[src/fgti_pkg.sv]
// ----------------------------------------------------------------------------
// fgti_pkg
// Shared types, constants and table lookups for the fuzzy gain table
// interpolator.
// ----------------------------------------------------------------------------
package fgti_pkg;

  localparam int COORD_FRAC_BITS_DEF = 12;

  localparam int IN_W        = 16;
  localparam int SEL_W       = 2;
  localparam int SCALE_W     = 16;
  localparam int RULE_W      = 48;
  localparam int RULE_LVL_W  = 3;
  localparam int N_TABLES    = 4;
  localparam int GAIN_TAB_W  = 63;
  localparam int GAIN_PT_W   = 9;
  localparam int GAIN_FRAC   = 6;
  localparam int OUT_FRAC    = 12;
  localparam int GAIN_W      = 15;
  localparam int CFG_IDX_W   = 3;
  localparam int CFG_DATA_W  = 63;

  localparam logic [SCALE_W-1:0] DIST_SCALE_RST = 16'd4369;
  localparam logic [SCALE_W-1:0] ERR_SCALE_RST  = 16'd6554;

  typedef enum logic [CFG_IDX_W-1:0] {
    CFG_DIST_SCALE  = 3'd0,
    CFG_ERR_SCALE   = 3'd1,
    CFG_RULE_ZERO   = 3'd2,
    CFG_RULE_ONE    = 3'd3,
    CFG_RULE_TWO    = 3'd4,
    CFG_RULE_THREE  = 3'd5,
    CFG_GAIN_LEFT   = 3'd6,
    CFG_GAIN_RIGHT  = 3'd7
  } cfg_idx_t;

  typedef struct packed {
    logic [SCALE_W-1:0]                dist_scale;
    logic [SCALE_W-1:0]                err_scale;
    logic [N_TABLES-1:0][RULE_W-1:0]   rule_tab;
    logic [GAIN_TAB_W-1:0]             gain_left;
    logic [GAIN_TAB_W-1:0]             gain_right;
  } cfg_t;

  // Rule level at row r (distance), column c (error).
  function automatic logic [RULE_LVL_W-1:0] rule_at(input logic [RULE_W-1:0] tab,
                                                    input logic [1:0] r,
                                                    input logic [1:0] c);
    logic [5:0] pos;
    pos = 6'({r, c}) * 6'd3;
    return tab[pos +: RULE_LVL_W];
  endfunction

  // Gain point k of a seven entry table; code 7 wraps to entry 0.
  function automatic logic [GAIN_PT_W-1:0] gain_at(input logic [GAIN_TAB_W-1:0] tab,
                                                   input logic [2:0] k);
    logic [GAIN_PT_W-1:0] g;
    unique case (k)
      3'd1:    g = tab[9  +: GAIN_PT_W];
      3'd2:    g = tab[18 +: GAIN_PT_W];
      3'd3:    g = tab[27 +: GAIN_PT_W];
      3'd4:    g = tab[36 +: GAIN_PT_W];
      3'd5:    g = tab[45 +: GAIN_PT_W];
      3'd6:    g = tab[54 +: GAIN_PT_W];
      default: g = tab[0  +: GAIN_PT_W];
    endcase
    return g;
  endfunction

endpackage

[src/fgti_cfg.sv]
// ----------------------------------------------------------------------------
// fgti_cfg
// Configuration register file: scales, four rule tables, two gain tables.
// ----------------------------------------------------------------------------
module fgti_cfg (
  input  logic                          clk,
  input  logic                          rst_n,
  input  logic                          cfg_valid,
  output logic                          cfg_ready,
  input  logic [fgti_pkg::CFG_IDX_W-1:0]  cfg_index,
  input  logic [fgti_pkg::CFG_DATA_W-1:0] cfg_data,
  output fgti_pkg::cfg_t                cfg
);
  import fgti_pkg::*;

  cfg_t cfg_r;
  cfg_t cfg_nxt;

  assign cfg_ready = 1'b1;
  assign cfg      = cfg_r;

  always_comb begin
    cfg_nxt = cfg_r;
    if (cfg_valid) begin
      unique case (cfg_idx_t'(cfg_index))
        CFG_DIST_SCALE: cfg_nxt.dist_scale  = cfg_data[SCALE_W-1:0];
        CFG_ERR_SCALE:  cfg_nxt.err_scale   = cfg_data[SCALE_W-1:0];
        CFG_RULE_ZERO:  cfg_nxt.rule_tab[0] = cfg_data[RULE_W-1:0];
        CFG_RULE_ONE:   cfg_nxt.rule_tab[1] = cfg_data[RULE_W-1:0];
        CFG_RULE_TWO:   cfg_nxt.rule_tab[2] = cfg_data[RULE_W-1:0];
        CFG_RULE_THREE: cfg_nxt.rule_tab[3] = cfg_data[RULE_W-1:0];
        CFG_GAIN_LEFT:  cfg_nxt.gain_left   = cfg_data[GAIN_TAB_W-1:0];
        CFG_GAIN_RIGHT: cfg_nxt.gain_right  = cfg_data[GAIN_TAB_W-1:0];
        default:        cfg_nxt = cfg_r;
      endcase
    end
  end

  always_ff @(posedge clk) begin
    if (!rst_n) begin
      cfg_r.dist_scale <= DIST_SCALE_RST;
      cfg_r.err_scale  <= ERR_SCALE_RST;
      cfg_r.rule_tab   <= '0;
      cfg_r.gain_left  <= '0;
      cfg_r.gain_right <= '0;
    end else begin
      cfg_r <= cfg_nxt;
    end
  end

endmodule

[src/fgti_front.sv]
// ----------------------------------------------------------------------------
// fgti_front
// Stage 1 forms magnitudes and scale products; stage 2 turns them into
// saturated coordinates and fetches the four surrounding rule levels.
// ----------------------------------------------------------------------------
module fgti_front #(
  parameter int COORD_FRAC_BITS = fgti_pkg::COORD_FRAC_BITS_DEF
) (
  input  logic                              clk,
  input  logic                              en_s1,
  input  logic                              en_s2,
  input  logic signed [fgti_pkg::IN_W-1:0]  view_distance,
  input  logic signed [fgti_pkg::IN_W-1:0]  center_error,
  input  logic [fgti_pkg::SEL_W-1:0]        table_select,
  input  fgti_pkg::cfg_t                    cfg,
  output logic [3:0][fgti_pkg::RULE_LVL_W-1:0] rules,
  output logic [COORD_FRAC_BITS-1:0]        frac_h,
  output logic [COORD_FRAC_BITS-1:0]        frac_v,
  output logic                              neg
);
  import fgti_pkg::*;

  localparam int F     = COORD_FRAC_BITS;
  localparam int CW    = F + 2;
  localparam int PW    = 2 * IN_W;
  localparam int SHIFT = 16 - F;
  localparam logic [PW-1:0] LIM = PW'(3) << F;

  // stage 1
  logic signed [IN_W:0] vd_off;
  logic signed [IN_W:0] ce_neg;
  logic [IN_W-1:0]      mag_d;
  logic [IN_W-1:0]      mag_e;
  logic [PW-1:0]        prod_d_r, prod_e_r;
  logic [SEL_W-1:0]     tsel_r;
  logic                 neg1_r;

  always_comb begin
    vd_off = {view_distance[IN_W-1], view_distance} - (IN_W+1)'(2);
    mag_d  = vd_off[IN_W] ? '0 : vd_off[IN_W-1:0];
    ce_neg = -{center_error[IN_W-1], center_error};
    mag_e  = center_error[IN_W-1] ? ce_neg[IN_W-1:0] : center_error;
  end

  always_ff @(posedge clk) begin
    if (en_s1) begin
      prod_d_r <= PW'(mag_d) * PW'(cfg.dist_scale);
      prod_e_r <= PW'(mag_e) * PW'(cfg.err_scale);
      tsel_r   <= table_select;
      neg1_r   <= center_error[IN_W-1];
    end
  end

  // stage 2
  logic [PW-1:0]        sh_d, sh_e;
  logic [CW-1:0]        coord_h, coord_v;
  logic [1:0]           h1, h2, e1, e2;
  logic [RULE_W-1:0]    tab;
  logic [3:0][RULE_LVL_W-1:0] rules_r, rules_nxt;
  logic [F-1:0]         fh_r, fv_r;
  logic                 neg2_r;

  always_comb begin
    sh_d    = prod_d_r >> SHIFT;
    sh_e    = prod_e_r >> SHIFT;
    coord_h = (sh_d > LIM) ? LIM[CW-1:0] : sh_d[CW-1:0];
    coord_v = (sh_e > LIM) ? LIM[CW-1:0] : sh_e[CW-1:0];
    h1      = coord_h[CW-1:F];
    e1      = coord_v[CW-1:F];
    h2      = (h1 == 2'd3) ? 2'd3 : h1 + 2'd1;
    e2      = (e1 == 2'd3) ? 2'd3 : e1 + 2'd1;
    tab     = cfg.rule_tab[tsel_r];
    rules_nxt[0] = rule_at(tab, h1, e1);
    rules_nxt[1] = rule_at(tab, h1, e2);
    rules_nxt[2] = rule_at(tab, h2, e1);
    rules_nxt[3] = rule_at(tab, h2, e2);
  end

  always_ff @(posedge clk) begin
    if (en_s2) begin
      rules_r <= rules_nxt;
      fh_r    <= coord_h[F-1:0];
      fv_r    <= coord_v[F-1:0];
      neg2_r  <= neg1_r;
    end
  end

  assign rules  = rules_r;
  assign frac_h = fh_r;
  assign frac_v = fv_r;
  assign neg    = neg2_r;

endmodule

[src/fgti_level.sv]
// ----------------------------------------------------------------------------
// fgti_level
// Stage 3: four one-axis interpolations over the rule levels, averaged and
// saturated at 6.0.
// ----------------------------------------------------------------------------
module fgti_level #(
  parameter int COORD_FRAC_BITS = fgti_pkg::COORD_FRAC_BITS_DEF
) (
  input  logic                                 clk,
  input  logic                                 en,
  input  logic [3:0][fgti_pkg::RULE_LVL_W-1:0] rules,
  input  logic [COORD_FRAC_BITS-1:0]           frac_h,
  input  logic [COORD_FRAC_BITS-1:0]           frac_v,
  input  logic                                 neg_in,
  output logic [COORD_FRAC_BITS+2:0]           level,
  output logic                                 neg
);
  import fgti_pkg::*;

  localparam int F  = COORD_FRAC_BITS;
  localparam int TW = F + 5;
  localparam int SW = F + 6;
  localparam int LW = F + 3;
  localparam logic [LW-1:0] LVL_MAX = LW'(6) << F;

  // lo * 2^F + (hi - lo) * f, exact
  function automatic logic signed [TW-1:0] lerp(input logic [RULE_LVL_W-1:0] lo,
                                                input logic [RULE_LVL_W-1:0] hi,
                                                input logic [F-1:0] f);
    logic signed [TW-1:0] diff;
    logic signed [TW-1:0] base;
    diff = TW'(signed'({1'b0, hi})) - TW'(signed'({1'b0, lo}));
    base = signed'(TW'({lo, {F{1'b0}}}));
    return base + diff * signed'(TW'(f));
  endfunction

  logic signed [TW-1:0] ia, ib, ic, id;
  logic signed [SW-1:0] sum;
  logic [LW-1:0]        avg;
  logic [LW-1:0]        level_r;
  logic                 neg_r;

  always_comb begin
    ia  = lerp(rules[0], rules[1], frac_v);
    ib  = lerp(rules[2], rules[3], frac_v);
    ic  = lerp(rules[0], rules[2], frac_h);
    id  = lerp(rules[1], rules[3], frac_h);
    sum = SW'(ia) + SW'(ib) + SW'(ic) + SW'(id);
    avg = sum[LW+1:2];
  end

  always_ff @(posedge clk) begin
    if (en) begin
      level_r <= (avg > LVL_MAX) ? LVL_MAX : avg;
      neg_r   <= neg_in;
    end
  end

  assign level = level_r;
  assign neg   = neg_r;

endmodule

[src/fgti_gain.sv]
// ----------------------------------------------------------------------------
// fgti_gain
// Stage 4 fetches the two neighboring gain points; stage 5 interpolates
// between them and holds the result for the output channel.
// ----------------------------------------------------------------------------
module fgti_gain #(
  parameter int COORD_FRAC_BITS = fgti_pkg::COORD_FRAC_BITS_DEF
) (
  input  logic                          clk,
  input  logic                          en_s4,
  input  logic                          en_s5,
  input  logic [COORD_FRAC_BITS+2:0]    level,
  input  logic                          neg,
  input  fgti_pkg::cfg_t                cfg,
  output logic [fgti_pkg::GAIN_W-1:0]   gain
);
  import fgti_pkg::*;

  localparam int F   = COORD_FRAC_BITS;
  localparam int AW  = F + GAIN_PT_W + 2;
  localparam int OSH = GAIN_FRAC + F - OUT_FRAC;

  // stage 4
  logic [2:0]            p1, p2;
  logic [GAIN_TAB_W-1:0] gtab;
  logic [GAIN_PT_W-1:0]  g1_r, g2_r;
  logic [F-1:0]          fl_r;

  always_comb begin
    p1   = level[F+2:F];
    p2   = (p1 >= 3'd6) ? 3'd6 : p1 + 3'd1;
    gtab = neg ? cfg.gain_left : cfg.gain_right;
  end

  always_ff @(posedge clk) begin
    if (en_s4) begin
      g1_r <= gain_at(gtab, p1);
      g2_r <= gain_at(gtab, p2);
      fl_r <= level[F-1:0];
    end
  end

  // stage 5
  logic signed [AW-1:0]  gdiff;
  logic signed [AW-1:0]  acc;
  logic [GAIN_W-1:0]     gain_r;

  always_comb begin
    gdiff = AW'(signed'({1'b0, g2_r})) - AW'(signed'({1'b0, g1_r}));
    acc   = signed'(AW'({g1_r, {F{1'b0}}})) + gdiff * signed'(AW'(fl_r));
  end

  always_ff @(posedge clk) begin
    if (en_s5) begin
      gain_r <= acc[OSH +: GAIN_W];
    end
  end

  assign gain = gain_r;

endmodule

[src/fuzzy_gain_table_interpolator_top.sv]
// ----------------------------------------------------------------------------
// fuzzy_gain_table_interpolator_top
// Fuzzy gain scheduling: distance and error coordinates, rule table
// interpolation, then gain table interpolation, in a five stage pipeline.
// ----------------------------------------------------------------------------
//  channel | direction | handshake            | payload
//  in_     | input     | in_valid / in_ready   | view_distance, center_error, table_select
//  out_    | output    | out_valid / out_ready | gain
//  cfg_    | input     | cfg_valid / cfg_ready | cfg_index, cfg_data
//
//  Throughput one item per clock while the output is not stalled. Five register
//  stages (products, coordinates and rule fetch, level, gain fetch, gain
//  interpolation): out_valid rises once an item reaches the last stage.
//  rst_n is synchronous: it empties the pipeline and loads the register
//  defaults. cfg_ready is always high. With out_ready low, bubbles are squeezed
//  out and in_ready drops only when every stage holds an item.
// ----------------------------------------------------------------------------
module fuzzy_gain_table_interpolator_top #(
  parameter int COORD_FRAC_BITS = fgti_pkg::COORD_FRAC_BITS_DEF
) (
  input  logic                                clk,
  input  logic                                rst_n,
  input  logic                                in_valid,
  output logic                                in_ready,
  input  logic signed [fgti_pkg::IN_W-1:0]    in_view_distance,
  input  logic signed [fgti_pkg::IN_W-1:0]    in_center_error,
  input  logic [fgti_pkg::SEL_W-1:0]          in_table_select,
  output logic                                out_valid,
  input  logic                                out_ready,
  output logic [fgti_pkg::GAIN_W-1:0]         out_gain,
  input  logic                                cfg_valid,
  output logic                                cfg_ready,
  input  logic [fgti_pkg::CFG_IDX_W-1:0]      cfg_index,
  input  logic [fgti_pkg::CFG_DATA_W-1:0]     cfg_data
);
  import fgti_pkg::*;

  localparam int F       = COORD_FRAC_BITS;
  localparam int NSTAGES = 5;

  cfg_t                          cfg;
  logic [NSTAGES-1:0]            valid_r, valid_nxt;
  logic [NSTAGES-1:0]            en;
  logic [3:0][RULE_LVL_W-1:0]    rules;
  logic [F-1:0]                  frac_h, frac_v;
  logic                          neg_2, neg_3;
  logic [F+2:0]                  level;

  // A stage takes a new item when it is empty or its content moves on.
  always_comb begin
    en[NSTAGES-1] = !valid_r[NSTAGES-1] || out_ready;
    for (int i = NSTAGES - 2; i >= 0; i--) begin
      en[i] = !valid_r[i] || en[i+1];
    end
    valid_nxt[0] = en[0] ? in_valid : valid_r[0];
    for (int i = 1; i < NSTAGES; i++) begin
      valid_nxt[i] = en[i] ? valid_r[i-1] : valid_r[i];
    end
  end

  always_ff @(posedge clk) begin
    if (!rst_n) begin
      valid_r <= '0;
    end else begin
      valid_r <= valid_nxt;
    end
  end

  assign in_ready  = en[0];
  assign out_valid = valid_r[NSTAGES-1];

  fgti_cfg u_cfg (
    .clk       (clk),
    .rst_n     (rst_n),
    .cfg_valid (cfg_valid),
    .cfg_ready (cfg_ready),
    .cfg_index (cfg_index),
    .cfg_data  (cfg_data),
    .cfg       (cfg)
  );

  fgti_front #(.COORD_FRAC_BITS(COORD_FRAC_BITS)) u_front (
    .clk           (clk),
    .en_s1         (en[0]),
    .en_s2         (en[1]),
    .view_distance (in_view_distance),
    .center_error  (in_center_error),
    .table_select  (in_table_select),
    .cfg           (cfg),
    .rules         (rules),
    .frac_h        (frac_h),
    .frac_v        (frac_v),
    .neg           (neg_2)
  );

  fgti_level #(.COORD_FRAC_BITS(COORD_FRAC_BITS)) u_level (
    .clk    (clk),
    .en     (en[2]),
    .rules  (rules),
    .frac_h (frac_h),
    .frac_v (frac_v),
    .neg_in (neg_2),
    .level  (level),
    .neg    (neg_3)
  );

  fgti_gain #(.COORD_FRAC_BITS(COORD_FRAC_BITS)) u_gain (
    .clk   (clk),
    .en_s4 (en[3]),
    .en_s5 (en[4]),
    .level (level),
    .neg   (neg_3),
    .cfg   (cfg),
    .gain  (out_gain)
  );

endmodule

[config.mk]
export PLATFORM = sky130hd
export DESIGN_NAME = fuzzy_gain_table_interpolator_top
export DESIGN_NICKNAME = d
export VERILOG_FILES = /design/src/fgti_pkg.sv /design/src/fgti_cfg.sv /design/src/fgti_front.sv /design/src/fgti_level.sv /design/src/fgti_gain.sv /design/src/fuzzy_gain_table_interpolator_top.sv
export SDC_FILE = /design/constraint.sdc
export NUM_CORES = 2
export LEC_CHECK = 0
export BUFFER_PORTS_ARGS = -buffer_cell sky130_fd_sc_hd__buf_2
export CAP_MARGIN = 10
export CELL_PAD_IN_SITES_DETAIL_PLACEMENT = 1
export CELL_PAD_IN_SITES_GLOBAL_PLACEMENT = 2
export CORE_ASPECT_RATIO = 1.75
export CORE_MARGIN = 10
export CORE_UTILIZATION = 42
export CTS_BUF_LIST = sky130_fd_sc_hd__clkbuf_8
export DETAILED_ROUTE_END_ITERATION = 10
export PLACE_DENSITY_LB_ADDON = 0.1
export SYNTH_ARGS = -nofsm -noshare
export SYNTH_HDL_FRONTEND = slang
export SYNTH_SLANG_ARGS = --single-unit
[constraint.sdc]
create_clock -name clk -period 10.75 [get_ports clk]
set_input_delay 2.15 -clock clk [delete_from_list [all_inputs] [get_ports clk]]
set_output_delay 2.15 -clock clk [all_outputs]
set_load 0.01 [all_outputs]
== After elaboration in Yosys (flattened, before gate mapping) ==
Cells that the tools add are included.
Word-level totals
  input bits: 105
  flip-flop bits (word level): 520
  output and inout port bits: 18
Cells by class
  order comparisons: 5
  multiply operators: 11
  multiplexer cells: 12
  equal/unequal tests: 21
  shift-type cells: 4
  $add $sub $neg: 18
  reduce and logical (&&, ||, !) cells: 19
Operator list (number)
  48-bit by 7-bit variable part select with 3-bit output: 4
  9-bit one-hot mux with 6 select lines: 2
  48-bit binary-select mux with 2-bit select: 1
  16-bit by 17-bit adder with 17-bit output: 4
  17-bit by 13-bit multiplier with 17-bit output: 4
  16-bit by 16-bit multiplier with 32-bit output: 2
  63-bit two-way mux: 1
  28-bit by 14-bit greater-than comparator with 1-bit output (second input constant): 2
  17-bit adder: 3
  48-bit two-way mux: 1
  16-bit two-way mux: 2
  3-bit equality test (second input constant): 10
  14-bit two-way mux: 2
  4-bit by 2-bit multiplier with 6-bit output (second input constant): 4
  23-bit by 13-bit multiplier with 21-bit output: 1
  21-bit adder: 1
  3-bit by 2-bit equality test with 1-bit output (second input constant): 6
  16-bit by 3-bit subtractor with 17-bit output (second input constant): 1
  16-bit negation: 1
  2-bit AND reduction: 8
  3-bit by 3-bit subtractor with 4-bit output: 4
  15-bit greater-than comparator (second input constant): 1
  9-bit by 9-bit subtractor with 10-bit output: 1
  3-bit by 1-bit equality test with 1-bit output (second input constant): 3
  other kinds (10): 21

== Longest topological paths before layout ==
  depth in word-level cells: 7
  mapped depth: 31

== Cells and area by module ==
From an unflattened synthesis, not the netlist that was laid out.
Unflattened totals
  cells, all modules: 5255
  area, all modules: 51061.5 sq um
Modules (own cells, without submodules)
  fgti_front: times used 1, area each 22713.0 sq um, seq. area each 2882.8 sq um, cells each 2402
  fgti_cfg: times used 1, area each 12663.4 sq um, seq. area each 7006.7 sq um, cells each 1220
  fgti_level: times used 1, area each 7936.4 sq um, seq. area each 480.5 sq um, cells each 841
  fgti_gain: times used 1, area each 7546.0 sq um, seq. area each 1351.3 sq um, cells each 770
  fuzzy_gain_table_interpolator_top: times used 1, area each 202.7 sq um, seq. area each 100.1 sq um, cells each 22

== Worst setup path before layout ==
OpenSTA, ideal clock, no wires.
  kind: input port to flip-flop
  start point: in in_center_error[6] (netlist bit)
  end point: reg u_front.prod_e_r[31], data pin
  stages on the path: 28
  slack: 1.253 ns
  required time: 10.490 ns
  arrival time: 9.238 ns
  path through: or4_4 or3_4 or4_4 nand2_1 xnor2_1 clkbuf_1 nand2_1 fa_1 inv_1 fa_1 inv_1 fa_1 inv_1 fa_1 inv_1 fa_1 inv_1 fa_1 ha_1 a21o_1 a21o_1 a21oi_1 o22ai_1 a41oi_1 o311ai_0 a31o_2 a21oi_1 xnor2_1
On the way
  word-level cells in the longest chain between the ends: 3
Ends and longest elaborated chain
  from (decl): RTL line fuzzy_gain_table_interpolator_top.sv:26  | input logic signed [fgti_pkg::IN_W-1:0] in_center_error,
  16-bit negation: RTL line fgti_front.sv:41  | ce_neg = -{center_error[IN_W-1], center_error};
  16-bit two-way mux *: RTL line fgti_front.sv:42  | mag_e = center_error[IN_W-1] ? ce_neg[IN_W-1:0] : center_error;
  16-bit by 16-bit multiplier with 32-bit output *: RTL line fgti_front.sv:48  | prod_e_r <= PW'(mag_e) * PW'(cfg.err_scale);
  to (signal assigned): RTL line fgti_front.sv:48
  to (decl): RTL line fgti_front.sv:34  | logic [PW-1:0] prod_d_r, prod_e_r;
Mark *: on every way between the ends. The rest lies on a longest branch, timed or not.
A chain may end at the register's enable or synchronous reset.

== Worst setup path in the final report ==
  start point: in in_view_distance[1] (netlist bit)
  end point: reg u_front.prod_d_r[31], data pin
On the way
  word-level cells in the longest chain between the ends: 3
Ends and longest elaborated chain
  from (decl): RTL line fuzzy_gain_table_interpolator_top.sv:25  | input logic signed [fgti_pkg::IN_W-1:0] in_view_distance,
  16-bit by 3-bit subtractor with 17-bit output: RTL line fgti_front.sv:39  | vd_off = {view_distance[IN_W-1], view_distance} - (IN_W+1)'(2);
  16-bit two-way mux: RTL line fgti_front.sv:40  | mag_d = vd_off[IN_W] ? '0 : vd_off[IN_W-1:0];
  16-bit by 16-bit multiplier with 32-bit output: RTL line fgti_front.sv:47  | prod_d_r <= PW'(mag_d) * PW'(cfg.dist_scale);
  to (signal assigned): RTL line fgti_front.sv:47
  to (decl): RTL line fgti_front.sv:34
No other way between the ends.

==> metrics.txt <==
# TYPE chip_impl_metric gauge
chip_impl_info{name="run_status",value="completed"} 1
chip_impl_metric{name="detail_route.wl_per_cell",unit="um"} 23.0
chip_impl_metric{name="leakage_power",unit="nW"} 24.3
chip_impl_metric{name="grt_first_pass_wirelength",unit="um"} 253000
chip_impl_metric{name="wirelength",unit="um"} 163000
chip_impl_info{name="cts_root_buffer",value="sky130_fd_sc_hd__clkbuf_8"} 1
chip_impl_metric{name="floorplan.initialDensity",unit="%"} 42.2
chip_impl_metric{name="maxSlewHeadroom",unit="%"} 33.2
chip_impl_metric{name="finalCriticalPeriod",unit="ns"} 9.37
chip_impl_metric{name="globalRoute.totalOverflow",unit=""} 0
chip_impl_info{name="netlist_top_cells_count",value="1192 x sky130_fd_sc_hd__nand2_1, 823 x sky130_fd_sc_hd__inv_1, 654 x sky130_fd_sc_hd__fa_1"} 1
chip_impl_metric{name="final_hold_viol_count",unit=""} 0
chip_impl_metric{name="worst_setup_hold_path_clk_slew",unit="ns"} 0.07
chip_impl_metric{name="rows",unit=""} 168
chip_impl_metric{name="cts-buffers-inserted",unit=""} 82
chip_impl_metric{name="ys_async_sr_fraction",unit="%"} 0
chip_impl_metric{name="period_share",unit="%"} 87.2
chip_impl_info{name="netlist.top_cell.by_area",value="sky130_fd_sc_hd__fa_1"} 1
chip_impl_metric{name="number_of_global_route_vias_before_repair",unit=""} 43100
chip_impl_metric{name="post_route_cells_drive_above_1_share",unit="%"} 8.69
chip_impl_metric{name="detail_route.drc_violations",unit=""} 0
chip_impl_metric{name="syn_to_final_growth",unit="%"} 7.64
chip_impl_metric{name="hold_slack",unit="ns"} 0.405
chip_impl_metric{name="synthesis.area_per_instance",unit="um2"} 9.20
chip_impl_metric{name="setup_slack_on_the_worst_flop_to_flop_path",unit="ns"} 2.26
chip_impl_info{name="min-delay-path-class",value="reg -> reg"} 1
chip_impl_metric{name="synth.yosys.warnings",unit=""} 0
chip_impl_metric{name="ys_types",unit=""} 79
chip_impl_metric{name="worst_ir_drop_vdd",unit="uV"} 1280
chip_impl_metric{name="cts_hold_buffers",unit=""} 0
chip_impl_metric{name="cp_data_arrival_time",unit="ns"} 9.90
chip_impl_metric{name="power_per_cell_area",unit="mW/mm2"} 324
chip_impl_metric{name="dieArea",unit="mm2"} 0.135
chip_impl_info{name="start_kind",value="input pin"} 1
chip_impl_info{name="cpMostUsedCell",value="sky130_fd_sc_hd__fa_1"} 1
chip_impl_metric{name="drtIter0Drc",unit=""} 1525
chip_impl_metric{name="synthesis.area",unit="mm2"} 0.0505
chip_impl_metric{name="drt-vias-per-instance",unit=""} 5.33
chip_impl_metric{name="ys_seq_area_share",unit="%"} 23.4
chip_impl_info{name="timing.setup.critical_path_class",value="in -> reg"} 1
chip_impl_metric{name="worst_pin_slew",unit="ns"} 0.998
chip_impl_metric{name="gp_congestion",unit=""} 0.858
chip_impl_metric{name="ctsResizeCount",unit=""} 0
chip_impl_metric{name="clock.fmax",unit="MHz"} 107
chip_impl_metric{name="post-synth-top-area-fraction",unit="%"} 25.9
chip_impl_metric{name="ant_nets",unit=""} 0
chip_impl_metric{name="post-cts-setup-buffers",unit=""} 0
chip_impl_metric{name="die-width",unit="um"} 282
chip_impl_metric{name="grt.total_usage",unit="%"} 24.6
chip_impl_metric{name="setup_viol",unit=""} 0
chip_impl_metric{name="num_vias",unit=""} 37700
chip_impl_info{name="crit_path_top_delay_cell",value="sky130_fd_sc_hd__a21oi_1"} 1
chip_impl_metric{name="postLayoutCellArea",unit="mm2"} 0.0544
chip_impl_metric{name="max-cap-violations",unit=""} 0
chip_impl_metric{name="synth-edff-count",unit=""} 157
chip_impl_metric{name="postSynthNetCount",unit=""} 6597
chip_impl_metric{name="clkLatencyLatePin",unit="ns"} 0.81
chip_impl_info{name="most_common_cell_in_the_netlist",value="sky130_fd_sc_hd__nand2_1"} 1
chip_impl_metric{name="setup_tns",unit="ns"} 0
chip_impl_metric{name="port-buffer-count",unit=""} 121
chip_impl_metric{name="design.final.nets",unit=""} 6593
chip_impl_metric{name="critPathMaxStageDelay",unit="ns"} 0.71
chip_impl_metric{name="cts_max_path_buffers",unit=""} 3
chip_impl_metric{name="timing.final.max_slew_violations",unit=""} 0
chip_impl_metric{name="drt_first_pass_iters",unit=""} 5
chip_impl_info{name="rsz0062_at_grt",value="false"} 1
chip_impl_info{name="main_synth_ff_type",value="sky130_fd_sc_hd__dfxtp_1"} 1
chip_impl_metric{name="cp.required",unit="ns"} 11.27
chip_impl_metric{name="worst_setup_skew_after_layout",unit="ns"} 0.0727
chip_impl_metric{name="boundaryPins",unit=""} 123
chip_impl_metric{name="fin_util",unit="%"} 45.5
chip_impl_metric{name="cts.sinks",unit=""} 512
chip_impl_metric{name="cp_max_fo",unit=""} 9
chip_impl_metric{name="clock_tree.htree_level_count",unit=""} 3
chip_impl_info{name="synthTopCellsByArea",value="sky130_fd_sc_hd__fa_1 26%, sky130_fd_sc_hd__dfxtp_1 14%, sky130_fd_sc_hd__edfxtp_1 9.3%, sky130_fd_sc_hd__nand2_1 8.9%, sky130_fd_sc_hd__ha_1 8.6%"} 1
chip_impl_info{name="cts_tree",value="done"} 1
chip_impl_metric{name="ys_ff_latch",unit=""} 512
chip_impl_metric{name="dp_hpwl",unit="um"} 124000
chip_impl_metric{name="syn-instance-count",unit=""} 5491
chip_impl_metric{name="fp.dieH",unit="um"} 479
chip_impl_metric{name="grt_start_max_net_pins",unit=""} 162
chip_impl_metric{name="antenna_found_initial",unit=""} 6
chip_impl_metric{name="post_dp_cell_area",unit="mm2"} 0.0526
chip_impl_info{name="worstSetupEndpointType",value="flip-flop"} 1
chip_impl_metric{name="core_area",unit="mm2"} 0.120
-- critical path, delay by kind of cell --
kind	cells	cell delay [ns]
fa+ha+maj	8	3.40
compound gates	6	2.19
simple gates	7	1.37
buf+inv	6	0.66
xor+xnor	1	0.12
-- power by group --
part	switching (mW)	total (mW)	leakage, nW	internal (mW)
Sequential	0.197	3.00	4.67	2.81
Combinational	7.34	12.8	18.6	5.46
Clock	0.894	1.82	0.981	0.930
-- sequential cells by signal, indices dropped and copies added, names as in the netlist --
name and count:
u_front.rules 12, u_front.prod_d_r 28, u_gain.gain 15, u_gain.g2_r 9
u_front.frac_h 12, valid_r 5, u_cfg.cfg 350, u_level.neg 1
u_gain.fl_r 12, u_front.prod_e_r 28, u_front.neg1_r 1, u_front.frac_v 12
u_front.tsel_r 2, u_gain.g1_r 9, u_front.neg 1, u_level.level 15
-- worst paths after layout --
kind | startpoint | to | cells after the start
min | u_level.level[1] | u_gain.fl_r[1] | 0
max reg2reg | u_front.rules[4] | u_level.level[1] | 24
min reg2reg | u_level.level[1] | u_gain.fl_r[1] | 0
max | in_view_distance[1] | u_front.prod_d_r[31] | 28
-- cell type report --
| cell class | instances | area [um2] |
|---|---|---|
| Antenna cell | 1 | 2.50 |
| Clock buffer | 97 | 1340 |
| Clock inverter | 55 | 393 |
| Fill cell | 13800 | 65200 |
| Inverter | 824 | 3090 |
| Multi-Input combinational cell | 3867 | 34600 |
| Sequential cell | 512 | 11800 |
| Tap cell | 1530 | 1910 |
| Timing Repair Buffer | 200 | 1210 |
-- per-stage QoR --
step / total power, mW / setup WS, ns / instances
6_report: 17.6 / 1.38 / 7086
3_5_place_dp: 16.0 / 0.558 / 6932
5_1_grt: 19.7 / 0.836 / 7086
3_3_place_gp: 15.7 / 0.674 / 6931
4_1_cts: 18.0 / 1.43 / 7084
2_1_floorplan: 12.3 / 1.25 / 5491
-- layer usage --
metal  up-vias  global-route usage [%]  share of wire, %  wire length [um]
met5         -                       0             0.025                41
met4         6                    11.1               4.9              8020
met3       293                    2.63               2.6              4160
met2       566                    48.7                56             91900
met1     19600                    25.1                36             58500
li1      17300                       -                 -                 -
-- kinds of logic after synthesis --
family                   synth area share (%)
AND/OR/NAND/NOR                          17.1
buffers and inverters                    8.35
adder cells (fa/ha/maj)                  34.5
AO/OA/AOI/OAI                            9.47
flip-flops                               23.4
multiplexers                             4.92
XOR/XNOR                                 2.21
other                                 0.00742
-- cell usage in the layout (no fill, tap or decap), types with 31 or more instances in the layout --
cell and instances:
sky130_fd_sc_hd__a21boi_0 347, sky130_fd_sc_hd__a21o_1 44, sky130_fd_sc_hd__a21oi_1 98, sky130_fd_sc_hd__and2_1 296, sky130_fd_sc_hd__buf_2 120, sky130_fd_sc_hd__buf_4 79, sky130_fd_sc_hd__clkbuf_8 98, sky130_fd_sc_hd__dfxtp_1 355
sky130_fd_sc_hd__edfxtp_1 157, sky130_fd_sc_hd__fa_1 654, sky130_fd_sc_hd__ha_1 347, sky130_fd_sc_hd__inv_1 849, sky130_fd_sc_hd__mux2i_1 67, sky130_fd_sc_hd__mux4_2 72, sky130_fd_sc_hd__nand2_1 1189, sky130_fd_sc_hd__nand2b_1 42
sky130_fd_sc_hd__nor2_1 111, sky130_fd_sc_hd__nor2b_1 72, sky130_fd_sc_hd__o21ai_0 47, sky130_fd_sc_hd__or2_2 45, sky130_fd_sc_hd__xnor2_1 90, sky130_fd_sc_hd__xor2_1 31
(Power assumes the default switching activity.)
